## config.mk

```make
export PLATFORM = sky130hd
export DESIGN_NAME = directional_neighbour_select_flat
export DESIGN_NICKNAME = d
export VERILOG_FILES = /design/src/rtl/core/dns_pkg.sv /design/src/rtl/core/dns_if.sv /design/src/rtl/core/dns_table.sv /design/src/rtl/core/dns_eval.sv /design/src/rtl/core/directional_neighbour_select.sv /design/src/flat_wrapper.sv
export SDC_FILE = /design/constraint.sdc
export NUM_CORES = 2
export LEC_CHECK = 0
export ABC_CLOCK_PERIOD_IN_PS = 15700
export BUFFER_PORTS_ARGS = -buffer_cell sky130_fd_sc_hd__buf_2
export CORE_MARGIN = 2
export CORE_UTILIZATION = 60
export CTS_BUF_LIST = sky130_fd_sc_hd__clkbuf_4
export DETAILED_ROUTE_END_ITERATION = 16
export HOLD_SLACK_MARGIN = 0.05
export PLACE_DENSITY_LB_ADDON = 0.2
export SYNTH_ARGS = -nofsm -noshare
export SYNTH_HDL_FRONTEND = slang
export SYNTH_SLANG_ARGS = --single-unit
```

## constraint.sdc

```tcl
create_clock -name i_clk -period 15.7 [get_ports i_clk]
set_clock_uncertainty 0.05 [all_clocks]
set_input_delay 2.355 -clock i_clk [delete_from_list [all_inputs] [get_ports i_clk]]
set_output_delay 2.355 -clock i_clk [all_outputs]
set_load 0.01 [all_outputs]
```

## src/rtl/core/dns_pkg.sv

```systemverilog
package dns_pkg;

    // Direction codes of a query word
    localparam logic [2:0] DIR_UP    = 3'd0;
    localparam logic [2:0] DIR_DOWN  = 3'd1;
    localparam logic [2:0] DIR_LEFT  = 3'd2;
    localparam logic [2:0] DIR_RIGHT = 3'd3;

    // Operation codes of an input word
    localparam logic OP_LOAD  = 1'b0;
    localparam logic OP_QUERY = 1'b1;

    localparam int SCORE_W = 28;
    localparam int GAP_SHIFT = 10;
    localparam logic [SCORE_W-1:0] OVERLAP_PENALTY = 28'd1000000;

    // Slot numbers inside the core are carried at the widest table index
    localparam int SLOT_W = 8;

    typedef struct packed {
        logic               en;
        logic [14:0]        h;
        logic [14:0]        w;
        logic signed [15:0] y;
        logic signed [15:0] x;
    } t_rect;

    typedef enum logic [2:0] {
        ST_IDLE,
        ST_CUR,
        ST_SCAN,
        ST_DRAIN,
        ST_FINISH
    } t_state;

    typedef struct packed {
        logic              clear;
        logic              cap_cur;
        logic              cand_vld;
        logic              cand_skip;
        logic [SLOT_W-1:0] cand_slot;
        logic [2:0]        dir;
    } t_eval_ctl;

    typedef struct packed {
        logic              busy;
        logic              have;
        logic [SLOT_W-1:0] best_slot;
    } t_eval_stat;

endpackage

```

## src/rtl/core/dns_if.sv

```systemverilog
interface dns_in_if;
    logic               valid;
    logic               ready;
    logic               op;
    logic [4:0]         slot;
    logic signed [15:0] pos_x;
    logic signed [15:0] pos_y;
    logic [14:0]        size_w;
    logic [14:0]        size_h;
    logic               enabled;
    logic [2:0]         direction;

    modport source (output valid, op, slot, pos_x, pos_y, size_w, size_h, enabled, direction,
                    input ready);
    modport sink   (input valid, op, slot, pos_x, pos_y, size_w, size_h, enabled, direction,
                    output ready);
endinterface

interface dns_out_if;
    logic       valid;
    logic       ready;
    logic       found;
    logic [4:0] neighbour_slot;

    modport source (output valid, found, neighbour_slot, input ready);
    modport sink   (input valid, found, neighbour_slot, output ready);
endinterface

```

## src/rtl/core/dns_table.sv

```systemverilog
module dns_table #(
    parameter int DEPTH = 32,
    parameter int IDX_W = 5
) (
    input  logic             i_clk,
    input  logic             i_we,
    input  logic [IDX_W-1:0] i_waddr,
    input  dns_pkg::t_rect   i_wdata,
    input  logic [IDX_W-1:0] i_raddr,
    output dns_pkg::t_rect   o_rdata
);
    import dns_pkg::*;

    t_rect r_mem [DEPTH];
    t_rect r_rdata;

    always_ff @(posedge i_clk) begin
        if (i_we) begin
            r_mem[i_waddr] <= i_wdata;
        end
        r_rdata <= r_mem[i_raddr];
    end

    assign o_rdata = r_rdata;
endmodule

```

## src/rtl/core/dns_eval.sv

```systemverilog
module dns_eval (
    input  logic                i_clk,
    input  logic                i_rst_n,
    input  dns_pkg::t_eval_ctl  i_ctl,
    input  dns_pkg::t_rect      i_rect,
    output dns_pkg::t_eval_stat o_stat
);
    import dns_pkg::*;

    // Axis split of the incoming rectangle: a runs along the direction, b across
    logic               w_vert;
    logic               w_pos;
    logic signed [16:0] w_a, w_a_end, w_a_ctr, w_b, w_b_end, w_b_ctr;
    logic signed [16:0] w_pa, w_pb;
    logic        [14:0] w_sa, w_sb;

    always_comb begin
        w_vert = (i_ctl.dir == DIR_UP) || (i_ctl.dir == DIR_DOWN);
        w_pos  = (i_ctl.dir == DIR_DOWN) || (i_ctl.dir == DIR_RIGHT);
        w_pa   = w_vert ? 17'(i_rect.y) : 17'(i_rect.x);
        w_pb   = w_vert ? 17'(i_rect.x) : 17'(i_rect.y);
        w_sa   = w_vert ? i_rect.h : i_rect.w;
        w_sb   = w_vert ? i_rect.w : i_rect.h;
        w_a     = w_pa;
        w_b     = w_pb;
        w_a_end = w_pa + $signed({2'b00, w_sa});
        w_b_end = w_pb + $signed({2'b00, w_sb});
        w_a_ctr = w_pa + $signed({3'b000, w_sa[14:1]});
        w_b_ctr = w_pb + $signed({3'b000, w_sb[14:1]});
    end

    // Current rectangle
    logic signed [16:0] r_cur_a, r_cur_a_end, r_cur_a_ctr, r_cur_b, r_cur_b_end, r_cur_b_ctr;

    // Stage 1: axis terms of a candidate
    logic               r_s1_vld;
    logic [SLOT_W-1:0]  r_s1_slot;
    logic signed [16:0] r_s1_a, r_s1_a_end, r_s1_a_ctr, r_s1_b, r_s1_b_end, r_s1_b_ctr;

    always_ff @(posedge i_clk) begin
        if (i_ctl.cap_cur) begin
            r_cur_a     <= w_a;
            r_cur_a_end <= w_a_end;
            r_cur_a_ctr <= w_a_ctr;
            r_cur_b     <= w_b;
            r_cur_b_end <= w_b_end;
            r_cur_b_ctr <= w_b_ctr;
        end
        r_s1_slot  <= i_ctl.cand_slot;
        r_s1_a     <= w_a;
        r_s1_a_end <= w_a_end;
        r_s1_a_ctr <= w_a_ctr;
        r_s1_b     <= w_b;
        r_s1_b_end <= w_b_end;
        r_s1_b_ctr <= w_b_ctr;
    end

    // Stage 2: centre offsets, edge gap, cross overlap
    logic signed [17:0] w_d_a, w_d_b, w_gap;
    logic               w_ahead, w_ovl;

    always_comb begin
        w_d_a   = 18'(r_s1_a_ctr) - 18'(r_cur_a_ctr);
        w_d_b   = 18'(r_s1_b_ctr) - 18'(r_cur_b_ctr);
        w_gap   = w_pos ? (18'(r_s1_a) - 18'(r_cur_a_end)) : (18'(r_cur_a) - 18'(r_s1_a_end));
        w_ahead = w_pos ? (w_d_a > 18'sd0) : (w_d_a < 18'sd0);
        w_ovl   = (r_s1_b < r_cur_b_end) && (r_s1_b_end > r_cur_b);
    end

    logic               r_s2_vld, r_s2_ovl;
    logic [SLOT_W-1:0]  r_s2_slot;
    logic signed [17:0] r_s2_d_a, r_s2_d_b, r_s2_gap;

    always_ff @(posedge i_clk) begin
        r_s2_slot <= r_s1_slot;
        r_s2_ovl  <= w_ovl;
        r_s2_d_a  <= w_d_a;
        r_s2_d_b  <= w_d_b;
        r_s2_gap  <= w_gap;
    end

    // Stage 3: magnitudes, cone test, gap clamp
    logic [16:0] w_along, w_cross, w_gapc;
    logic        w_keep;

    always_comb begin
        w_along = r_s2_d_a[17] ? 17'(-r_s2_d_a) : r_s2_d_a[16:0];
        w_cross = r_s2_d_b[17] ? 17'(-r_s2_d_b) : r_s2_d_b[16:0];
        w_gapc  = r_s2_gap[17] ? 17'd0 : r_s2_gap[16:0];
        w_keep  = r_s2_vld && (r_s2_ovl || (w_cross <= w_along));
    end

    logic              r_s3_vld, r_s3_ovl;
    logic [SLOT_W-1:0] r_s3_slot;
    logic [16:0]       r_s3_gapc, r_s3_cross;

    always_ff @(posedge i_clk) begin
        r_s3_slot  <= r_s2_slot;
        r_s3_ovl   <= r_s2_ovl;
        r_s3_gapc  <= w_gapc;
        r_s3_cross <= w_cross;
    end

    // Stage 4: score and keep the first lowest
    logic [SCORE_W-1:0] w_score;
    logic [SCORE_W-1:0] r_best;
    logic [SLOT_W-1:0]  r_best_slot;
    logic               r_have;
    logic               w_take;

    always_comb begin
        w_score = (r_s3_ovl ? '0 : OVERLAP_PENALTY)
                + (SCORE_W'(r_s3_gapc) << GAP_SHIFT)
                + SCORE_W'(r_s3_cross);
        w_take  = r_s3_vld && (!r_have || (w_score < r_best));
    end

    always_ff @(posedge i_clk) begin
        if (!i_rst_n) begin
            r_s1_vld <= 1'b0;
            r_s2_vld <= 1'b0;
            r_s3_vld <= 1'b0;
            r_have   <= 1'b0;
        end else begin
            r_s1_vld <= i_ctl.cand_vld && !i_ctl.cand_skip && i_rect.en;
            r_s2_vld <= r_s1_vld && w_ahead;
            r_s3_vld <= w_keep;
            if (i_ctl.clear) begin
                r_have <= 1'b0;
            end else if (w_take) begin
                r_have <= 1'b1;
            end
        end
    end

    always_ff @(posedge i_clk) begin
        if (w_take) begin
            r_best      <= w_score;
            r_best_slot <= r_s3_slot;
        end
    end

    assign o_stat.busy      = r_s1_vld || r_s2_vld || r_s3_vld;
    assign o_stat.have      = r_have;
    assign o_stat.best_slot = r_best_slot;
endmodule

```

## src/rtl/core/directional_neighbour_select.sv

```systemverilog
// Load word: accepted while idle, writes one table slot, gives no result.
// Query word: the current rectangle is fetched, the slots are walked from zero up to
// element_count (capped at MAX_ELEMENTS), the scoring pipe drains (sooner when the last
// candidates drop out early), then the result is registered; input ready returns when the
// result is written. Out-of-range or non-arrow queries skip the walk and report no neighbour. A waiting result stalls.
// Synchronous active-low reset clears control and element_count; table stays undefined.
module directional_neighbour_select #(
    parameter int MAX_ELEMENTS = 32
) (
    input  logic        i_clk,
    input  logic        i_rst_n,
    dns_in_if.sink      i_in,
    dns_out_if.source   o_out,
    input  logic        i_cfg_we,
    input  logic [5:0]  i_cfg_data
);
    import dns_pkg::*;

    localparam int IDX_W = (MAX_ELEMENTS > 1) ? $clog2(MAX_ELEMENTS) : 1;
    localparam logic [8:0] MAX_U = 9'(MAX_ELEMENTS);

    t_state            r_state, n_state;
    logic [5:0]        r_elem_cnt;
    logic [8:0]        r_cnt, n_cnt;     // effective count of the running query
    logic [8:0]        r_idx, n_idx;     // next slot to fetch
    logic [SLOT_W-1:0] r_slot;           // current slot of the query
    logic [2:0]        r_dir;
    logic              r_rd_vld;         // table read data holds a candidate
    logic [SLOT_W-1:0] r_rd_slot;
    logic              r_out_vld, r_out_found;
    logic [4:0]        r_out_slot;

    logic [SLOT_W-1:0] w_slot_ext;
    logic [8:0]        w_cnt;
    logic              w_acc, w_load, w_query, w_q_ok, w_issue, w_out_free;
    logic [IDX_W-1:0]  w_raddr;
    t_rect             w_wdata, w_rdata;
    t_eval_ctl         w_ctl;
    t_eval_stat        w_stat;

    // Hold element_count; writes must come only while idle, which the block itself does not enforce
    always_ff @(posedge i_clk) begin
        if (!i_rst_n) begin
            r_elem_cnt <= '0;
        end else if (i_cfg_we) begin
            r_elem_cnt <= i_cfg_data;
        end
    end

    assign w_slot_ext = SLOT_W'(i_in.slot);
    assign w_cnt      = ({3'b000, r_elem_cnt} > MAX_U) ? MAX_U : {3'b000, r_elem_cnt};
    assign i_in.ready = (r_state == ST_IDLE);
    assign w_acc      = i_in.valid && i_in.ready;
    assign w_load     = w_acc && (i_in.op == OP_LOAD);
    assign w_query    = w_acc && (i_in.op == OP_QUERY);
    // Drop queries whose current slot is outside the count or that are not arrows
    assign w_q_ok     = ({1'b0, w_slot_ext} < w_cnt) && (i_in.direction <= DIR_RIGHT);
    assign w_out_free = !r_out_vld || o_out.ready;

    // Fetch the current rectangle at accept, then walk the slots from zero
    assign w_raddr = (r_state == ST_IDLE) ? w_slot_ext[IDX_W-1:0] : r_idx[IDX_W-1:0];

    assign w_wdata.en = i_in.enabled;
    assign w_wdata.h  = i_in.size_h;
    assign w_wdata.w  = i_in.size_w;
    assign w_wdata.y  = i_in.pos_y;
    assign w_wdata.x  = i_in.pos_x;

    dns_table #(
        .DEPTH (MAX_ELEMENTS),
        .IDX_W (IDX_W)
    ) u_table (
        .i_clk   (i_clk),
        .i_we    (w_load && ({1'b0, w_slot_ext} < MAX_U)),
        .i_waddr (w_slot_ext[IDX_W-1:0]),
        .i_wdata (w_wdata),
        .i_raddr (w_raddr),
        .o_rdata (w_rdata)
    );

    assign w_ctl.clear     = w_query;
    assign w_ctl.cap_cur   = (r_state == ST_CUR);
    assign w_ctl.cand_vld  = r_rd_vld;
    assign w_ctl.cand_skip = (r_rd_slot == r_slot);
    assign w_ctl.cand_slot = r_rd_slot;
    assign w_ctl.dir       = r_dir;

    dns_eval u_eval (
        .i_clk   (i_clk),
        .i_rst_n (i_rst_n),
        .i_ctl   (w_ctl),
        .i_rect  (w_rdata),
        .o_stat  (w_stat)
    );

    // Sequencer
    always_comb begin
        n_state = r_state;
        n_cnt   = r_cnt;
        n_idx   = r_idx;
        w_issue = 1'b0;
        unique case (r_state)
            ST_IDLE: begin
                if (w_query) begin
                    n_cnt   = w_cnt;
                    n_idx   = '0;
                    n_state = w_q_ok ? ST_CUR : ST_FINISH;
                end
            end
            ST_CUR, ST_SCAN: begin
                // Issue one slot per cycle; the query holds at least one slot
                w_issue = 1'b1;
                n_idx   = r_idx + 9'd1;
                n_state = (n_idx >= r_cnt) ? ST_DRAIN : ST_SCAN;
            end
            ST_DRAIN: begin
                if (!r_rd_vld && !w_stat.busy) begin
                    n_state = ST_FINISH;
                end
            end
            ST_FINISH: begin
                if (w_out_free) begin
                    n_state = ST_IDLE;
                end
            end
            default: n_state = ST_IDLE;
        endcase
    end

    always_ff @(posedge i_clk) begin
        if (!i_rst_n) begin
            r_state  <= ST_IDLE;
            r_rd_vld <= 1'b0;
        end else begin
            r_state  <= n_state;
            r_rd_vld <= w_issue;
        end
    end

    always_ff @(posedge i_clk) begin
        r_cnt     <= n_cnt;
        r_idx     <= n_idx;
        r_rd_slot <= r_idx[SLOT_W-1:0];
        if (w_query) begin
            r_slot <= w_slot_ext;
            r_dir  <= i_in.direction;
        end
    end

    // Output register: advance the result when the slot frees up
    always_ff @(posedge i_clk) begin
        if (!i_rst_n) begin
            r_out_vld <= 1'b0;
        end else if (r_state == ST_FINISH && w_out_free) begin
            r_out_vld <= 1'b1;
        end else if (o_out.ready) begin
            r_out_vld <= 1'b0;
        end
    end

    always_ff @(posedge i_clk) begin
        if (r_state == ST_FINISH && w_out_free) begin
            r_out_found <= w_stat.have;
            r_out_slot  <= w_stat.have ? w_stat.best_slot[4:0] : 5'd0;
        end
    end

    assign o_out.valid          = r_out_vld;
    assign o_out.found          = r_out_found;
    assign o_out.neighbour_slot = r_out_slot;

    // A new result word only follows the finish step
    a_out_from_finish: assert property (@(posedge i_clk) disable iff (!i_rst_n)
        $rose(r_out_vld) |-> $past(r_state == ST_FINISH))
        else $error("result word raised outside finish step");

    // A word with no neighbour reports slot zero
    a_notfound_zero: assert property (@(posedge i_clk) disable iff (!i_rst_n)
        (r_out_vld && !r_out_found) |-> (r_out_slot == 5'd0))
        else $error("not-found word carries a slot");

    // The scoring pipe is empty whenever a new word can be taken
    a_idle_drained: assert property (@(posedge i_clk) disable iff (!i_rst_n)
        (r_state == ST_IDLE) |-> (!w_stat.busy && !r_rd_vld))
        else $error("scoring pipe busy while idle");
endmodule

```

## src/flat_wrapper.sv

```systemverilog
// flat-port wrapper written by rule: the top's interface ports become plain ports
module directional_neighbour_select_flat import dns_pkg::*;
#(
    parameter int MAX_ELEMENTS = 32
)
  (i_clk, i_rst_n, i_cfg_we, i_cfg_data, i_in_valid, i_in_op, i_in_slot, i_in_pos_x, i_in_pos_y, i_in_size_w, i_in_size_h, i_in_enabled, i_in_direction, i_in_ready, o_out_valid, o_out_found, o_out_neighbour_slot, o_out_ready);
  dns_in_if i_in_i ();
  dns_out_if o_out_i ();
  input  logic i_clk;
  input  logic i_rst_n;
  input  logic i_cfg_we;
  input  logic [5:0] i_cfg_data;
  input wire logic [$bits(i_in_i.valid)-1:0] i_in_valid;
  input wire logic [$bits(i_in_i.op)-1:0] i_in_op;
  input wire logic [$bits(i_in_i.slot)-1:0] i_in_slot;
  input wire logic [$bits(i_in_i.pos_x)-1:0] i_in_pos_x;
  input wire logic [$bits(i_in_i.pos_y)-1:0] i_in_pos_y;
  input wire logic [$bits(i_in_i.size_w)-1:0] i_in_size_w;
  input wire logic [$bits(i_in_i.size_h)-1:0] i_in_size_h;
  input wire logic [$bits(i_in_i.enabled)-1:0] i_in_enabled;
  input wire logic [$bits(i_in_i.direction)-1:0] i_in_direction;
  output wire logic [$bits(i_in_i.ready)-1:0] i_in_ready;
  output wire logic [$bits(o_out_i.valid)-1:0] o_out_valid;
  output wire logic [$bits(o_out_i.found)-1:0] o_out_found;
  output wire logic [$bits(o_out_i.neighbour_slot)-1:0] o_out_neighbour_slot;
  input wire logic [$bits(o_out_i.ready)-1:0] o_out_ready;
  assign i_in_i.valid = i_in_valid;
  assign i_in_i.op = i_in_op;
  assign i_in_i.slot = i_in_slot;
  assign i_in_i.pos_x = i_in_pos_x;
  assign i_in_i.pos_y = i_in_pos_y;
  assign i_in_i.size_w = i_in_size_w;
  assign i_in_i.size_h = i_in_size_h;
  assign i_in_i.enabled = i_in_enabled;
  assign i_in_i.direction = i_in_direction;
  assign i_in_ready = i_in_i.ready;
  assign o_out_valid = o_out_i.valid;
  assign o_out_found = o_out_i.found;
  assign o_out_neighbour_slot = o_out_i.neighbour_slot;
  assign o_out_i.ready = o_out_ready;
  directional_neighbour_select #(.MAX_ELEMENTS(MAX_ELEMENTS)) u_core (.i_clk(i_clk), .i_rst_n(i_rst_n), .i_in(i_in_i), .o_out(o_out_i), .i_cfg_we(i_cfg_we), .i_cfg_data(i_cfg_data));
endmodule
```

# == Word-level counts from Yosys, hierarchy flattened ==
# Memories as Yosys holds them, arrays and structs flattened. A register that Yosys moved wholly into a read port is not among the register bits.
# Index checks and enable logic that the tools add are counted.
# totals
elab_cells,134
mem_bits_ro,0
reg_bits,397
ramBits,2016
latch_bits,0
memories,1
out_inout_bits,8
input_bits,83
# mem_list
memory,words,word_bits,rd,rd_clocked_by_memory_dff,write_ports,line,source
u_core.u_table.r_mem,32,63,1,1,1,dns_table.sv:14,t_rect r_mem [DEPTH];
# op_classes
addsub,13
n_eq_ne,10
muxes,24
shifts,0
div,0
bitwise,2
n_reduce_logical,34
multipliers,0
order_cmp,11
# ops
cell,n
$sub 17x17->18,4
$mux 17,4
$add 17x15->17,2
$add 17x16->17,2
$neg 17->17,2
$mux 15,2
$add 20x27->28,1
$add 28x17->28,1
$lt 28x28->1,1
$mux 20,1
$gt 18x1->1 const B,1
$lt 18x1->1 const B,1
$mux 18,1
$pmux 9 s2,1
$gt 17x17->1,1
$le 17x17->1,1
$lt 17x17->1,1
$logic_and 1x1->1,13
$mux 3,4
$pmux 3 s4,1
$add 9x1->9 const B,1
$eq 3x2->1 const B,3
$ge 9x9->1,1
$lt 5x9->1,1
other kinds (20),43

# == Longest topological paths before layout ==
# logic_depth
ltp_word,7
ltp_mapped,20

# == By module ==
# From an unflattened synthesis, not the netlist that was laid out.
# unflattened
cells_unflattened,5019
area_unflattened_um2,98630.8
# modules_own_cells
mod,instances,seq_area_each_um2,cells_per_inst,area_each_um2
dns_table,1,61799.3,3055,77802.1
dns_eval,1,8448.1,1769,18659.1
directional_neighbour_select,1,1251.2,195,2169.6

# == Least setup slack after synthesis ==
# Ideal clock, no wire load.
# synth_path
kind,reg2reg
startpoint,register u_core.r_state[1]
endpoint,register u_core.u_eval.r_cur_a[0] (enable)
arrival_ps,7724
setup_slack_ps,7224
path_buffers,1
path_stages_with_launch,3
path_cell_list,dfxtp_1 > clkbuf_2 > nor3b_1
# synth_between
elab_chain_cells,1
# synth_rtl
item,line,source
start: declaration,directional_neighbour_select.sv:22,"t_state r_state, n_state;"
start signal: assignment,directional_neighbour_select.sv:135,r_state <= n_state;
$eq 3x1->1,directional_neighbour_select.sv:82,assign w_ctl.cap_cur = (r_state == ST_CUR);
end signal: assignment,dns_eval.sv:42,r_cur_a <= w_a;
end: declaration,dns_eval.sv:33,"logic signed [16:0] r_cur_a, r_cur_a_end, r_cur_a_ctr, r_cur_b, r_cur_b_end, r_cur_b_ctr;"
# No other way between the ends.
# A chain may end at the register's enable or synchronous reset.

# == Worst setup path in the final report ==
# layout_path
startpoint,input port i_in_slot[1]
endpoint,"register, netlist name u_core.u_table.o_rdata[2]"
# layout_between
elab_chain_cells,1
# layout_rtl
item,line,source
start: declaration,flat_wrapper.sv:15,input wire logic [$bits(i_in_i.slot)-1:0] i_in_slot;
$mux 5,directional_neighbour_select.sv:61,assign w_raddr = (r_state == ST_IDLE) ? w_slot_ext[IDX_W-1:0] : r_idx[IDX_W-1:0];
# No other way between the ends.

==> summary.txt <==
Detailed routing
  – Pre-antenna DRT Iters: 6
  – Residual DRC count: 0
  – Top sig layer: met5
  – Post-DR wirelength/cell: about 24 um
  – DRT met1 WL: 103 mm
  – Via density: between 6 and 7
  – Antenna Violating Nets Remaining: 0
  – Vias: between 60k and 70k
  – WL met2: roughly 130 mm
  – Met3 wire length: about 30 mm
  – Routed WL: 269 mm
  – 1st-iter DRT viols: ~8.9k

Setup path
  – Crit start category: input port
  – Crit path DAT: roughly 7.0 ns
  – Critical path peak fanout: about 170
  – Reg2reg setup slack: between 10 and 15 ns
  – CP endpoint kind: flop
  – CP required: 16.88 ns
  – CP Class: input port to flop

Synth
  – Distinct cells, synth: 78
  – Post-synthesis instance area: about 100000 sq um
  – Async SR Flop Fraction: 0%
  – Synth Warn #: 0
  – Post-synthesis sequential area ratio: approximately 70%
  – Syn Nets: approximately 8.3k
  – Synthesized instance count: about 8.0k
  – Mean Syn Cell Area: ~13 sq um
  – Most used DFF post-synth: edfxtp_1
  – Yosys top cell area share: 64.3%
  – Yosys reg bits: ~2.5k
  – Synth area leader: edfxtp_1
  – Number of flops mapped to enable cells by yosys: between 2k and 2.5k
  – Area contributors post-synth: edfxtp_1 (64%), nand2_1 (7.7%), dfxtp_1 (5.7%)

Timing
  – Setup WS post-layout: approximately 9.9 ns
  – Max-slew violations: 0
  – RSZ-0062 raised after global routing: no
  – Fin crit share: between 30% and 40%
  – Slew HR: between 10% and 20%
  – Final setup TNS: 0 ns
  – Max Clk Rate: about 170 MHz
  – Setup Viol. Count Final: 0
  – Tmin final: 5.80 ns
  – Slew at the pin closest to its max-slew limit: ~1.3 ns
  – Final Hold Viols: 0

Global routing
  – GR Util All Layers: 30.8%
  – GRT overflow: 0
  – Largest net degree at the start of global routing: 170
  – Initial antenna violation count: 26
  – Vias in the first global route: 66.0k
  – First-pass GRT wire length: 399 mm

Final layout
  – Layout area overhead: 10.1%
  – Fin nets: 8690
  – Ratio of cells with drive above 1 in the final layout: between 10% and 20%
  – Post-Layout Cell Count: ~11k

Worst hold path
  – Hold Path Class: flop to flop

Floorplan
  – IO Pins: around 90
  – Chip Width: between 400 and 500 um
  – Standard-cell rows: around 150
  – DIE AREA: 173000 sq um
  – Core area: roughly 170000 sq um
  – Die H: 416 um
  – Initial core utilization: 60.2%

Placement
  – Port Buffers: 90
  – RePlAce Congestion: between 0.8 and 0.9
  – DP Wirelength: 138 mm
  – Pre-CTS WS: roughly 8.7 ns
  – Placed cells: slightly below 10k

Pwr
  – Maximum vdd drop: roughly 0.13 mV
  – Pwr per Cell Area: between 150 and 200 nW/um^2
  – P_leak: ~41 nW

Clocking
  – Worst-Skew Late Latency: 1.40 ns
  – Post-CTS Setup Inserts: 0
  – Number of gates resized after CTS: 0
  – H-tree lvl count: 6
  – CTS clk-pin slew, worst paths: about 0.060 ns
  – Cts bufs inserted: approximately 630
  – Hold_buf cts: 0
  – Longest Clk Path Bufs: 4
  – Clk root buf: clkbuf_4
  – Clock sink total: about 2.5k
  – TritonCTS clock tree: done

Flow run
  – Number of max-cap violations: 0

Run status
  – Status: finished, final reports clean
[routing by layer]
metal | global-route usage [%] | vias to the layer above
met1 | 41.2 | 32900
met2 | 48.1 | 3895
met5 | 0 | -
li1 | - | 30500
met4 | 14.8 | 18
met3 | 6.92 | 647
[worst max-delay path, stage by stage]
cell	delay, ns
buf_2	0.20
mux2_8	0.70
buf_12	0.56
buf_4	0.90
buf_4	0.83
nand2_1	0.15
and3_1	0.20
a311oi_1	0.26
a311oi_1	0.09
o31ai_1	0.33
[stage by stage]
step	instance area [sq um]	util (%)	total power, mW	hold WS (ns)
after global placement	104000	61.6	15.1	0.264
after detailed placement	104000	61.6	15.3	0.262
after CTS	112000	66.3	20.7	0.278
after floorplan	102000	-	13.3	0.260
final	112000	66.3	20.7	0.273
after global routing	112000	66.3	21.8	0.273
[cell usage in the layout (no fill, tap or decap), drive strengths merged, types with 27 or more instances in the layout]
master,n
xor2,46
nor2b,60
and3,262
nand2b,27
edfxtp,2178
clkinv,116
nor2,162
buf,204
o31ai,80
a21o,42
dfxtp,291
mux2,64
nand2,2098
a311oi,384
xnor2,99
o21ai,86
a21oi,107
nor3,42
inv,208
o311ai,67
o21a,33
ha,239
clkbuf,953
nand3,735
[registers in the layout, indices dropped and copies added (netlist names), 18 cells and up]
signal	cells
u_core.u_table.r_mem	2016
u_core.u_table.o_rdata	63
u_core.u_eval.r_best	28
u_core.u_eval.r_s2_d_a	18
u_core.u_eval.r_s2_d_b	18
u_core.u_eval.r_s2_gap	18
[cell type report]
cell class              instances  area [sq um]
diodes                         15          37.5
repair buffers                204          1430
clock buffers                 953          7150
fillers                     12300         56900
inverters                     197           739
multi-input cells            4857         27900
well taps                    2218          2780
clock inverters               134           708
flip-flops and latches       2469         71200
[report_power, final]
group | total [mW] | switching (mW) | leakage [nW] | internal (mW)
logic | 7.11 | 4.60 | 14.4 | 2.51
registers | 8.17 | 0.352 | 22.1 | 7.82
clock network | 5.38 | 2.51 | 4.75 | 2.87
total | 20.7 | 7.47 | 41.2 | 13.2
[cells in the mapped netlist, types with 9 or more instances]
master / count
a211oi_1: 19
nor4_1: 9
nand2_1: 2098
o21ai_0: 84
a311oi_1: 384
nor3_1: 41
ha_1: 239
mux2i_1: 17
buf_1: 33
a31oi_1: 12
fa_1: 10
or3_1: 16
dfxtp_1: 291
xor2_1: 46
and3_1: 262
and2_1: 15
mux2_2: 61
xnor2_1: 99
edfxtp_1: 2178
clkbuf_1: 185
o21a_1: 33
nand2b_1: 27
nor2b_1: 60
nor2_1: 162
a21oi_1: 107
nand3_1: 735
o31ai_1: 80
a21o_1: 42
buf_2: 189
nand4_1: 12
o311ai_1: 64
buf_4: 25
buf_6: 17
inv_1: 196
[cells by family (layout without fill, tap and decap cells)]
logic type	Yosys count	count (layout)	share of synthesized area, %
compound gates	909	909	6.89
xor+xnor	145	145	1.25
fa+ha+maj	249	249	3.14
buf+inv	649	1488	2.87
flops	2469	2469	70.0
mux	84	84	0.941
other cells	0	15	0
simple gates	3470	3470	14.9
[final timing paths]
path / from / end / depth (start not counted)
setup / recovery: i_in_slot[1] / u_core.u_table.o_rdata[2] / 10
hold / removal: u_core.u_eval.r_s2_slot[3] / u_core.u_eval.r_s3_slot[3] / 0
setup reg to reg: u_core.r_state[2] / u_core.u_table.o_rdata[5] / 11
hold reg to reg: u_core.u_eval.r_s2_slot[3] / u_core.u_eval.r_s3_slot[3] / 0
(Power assumes the default switching activity.)
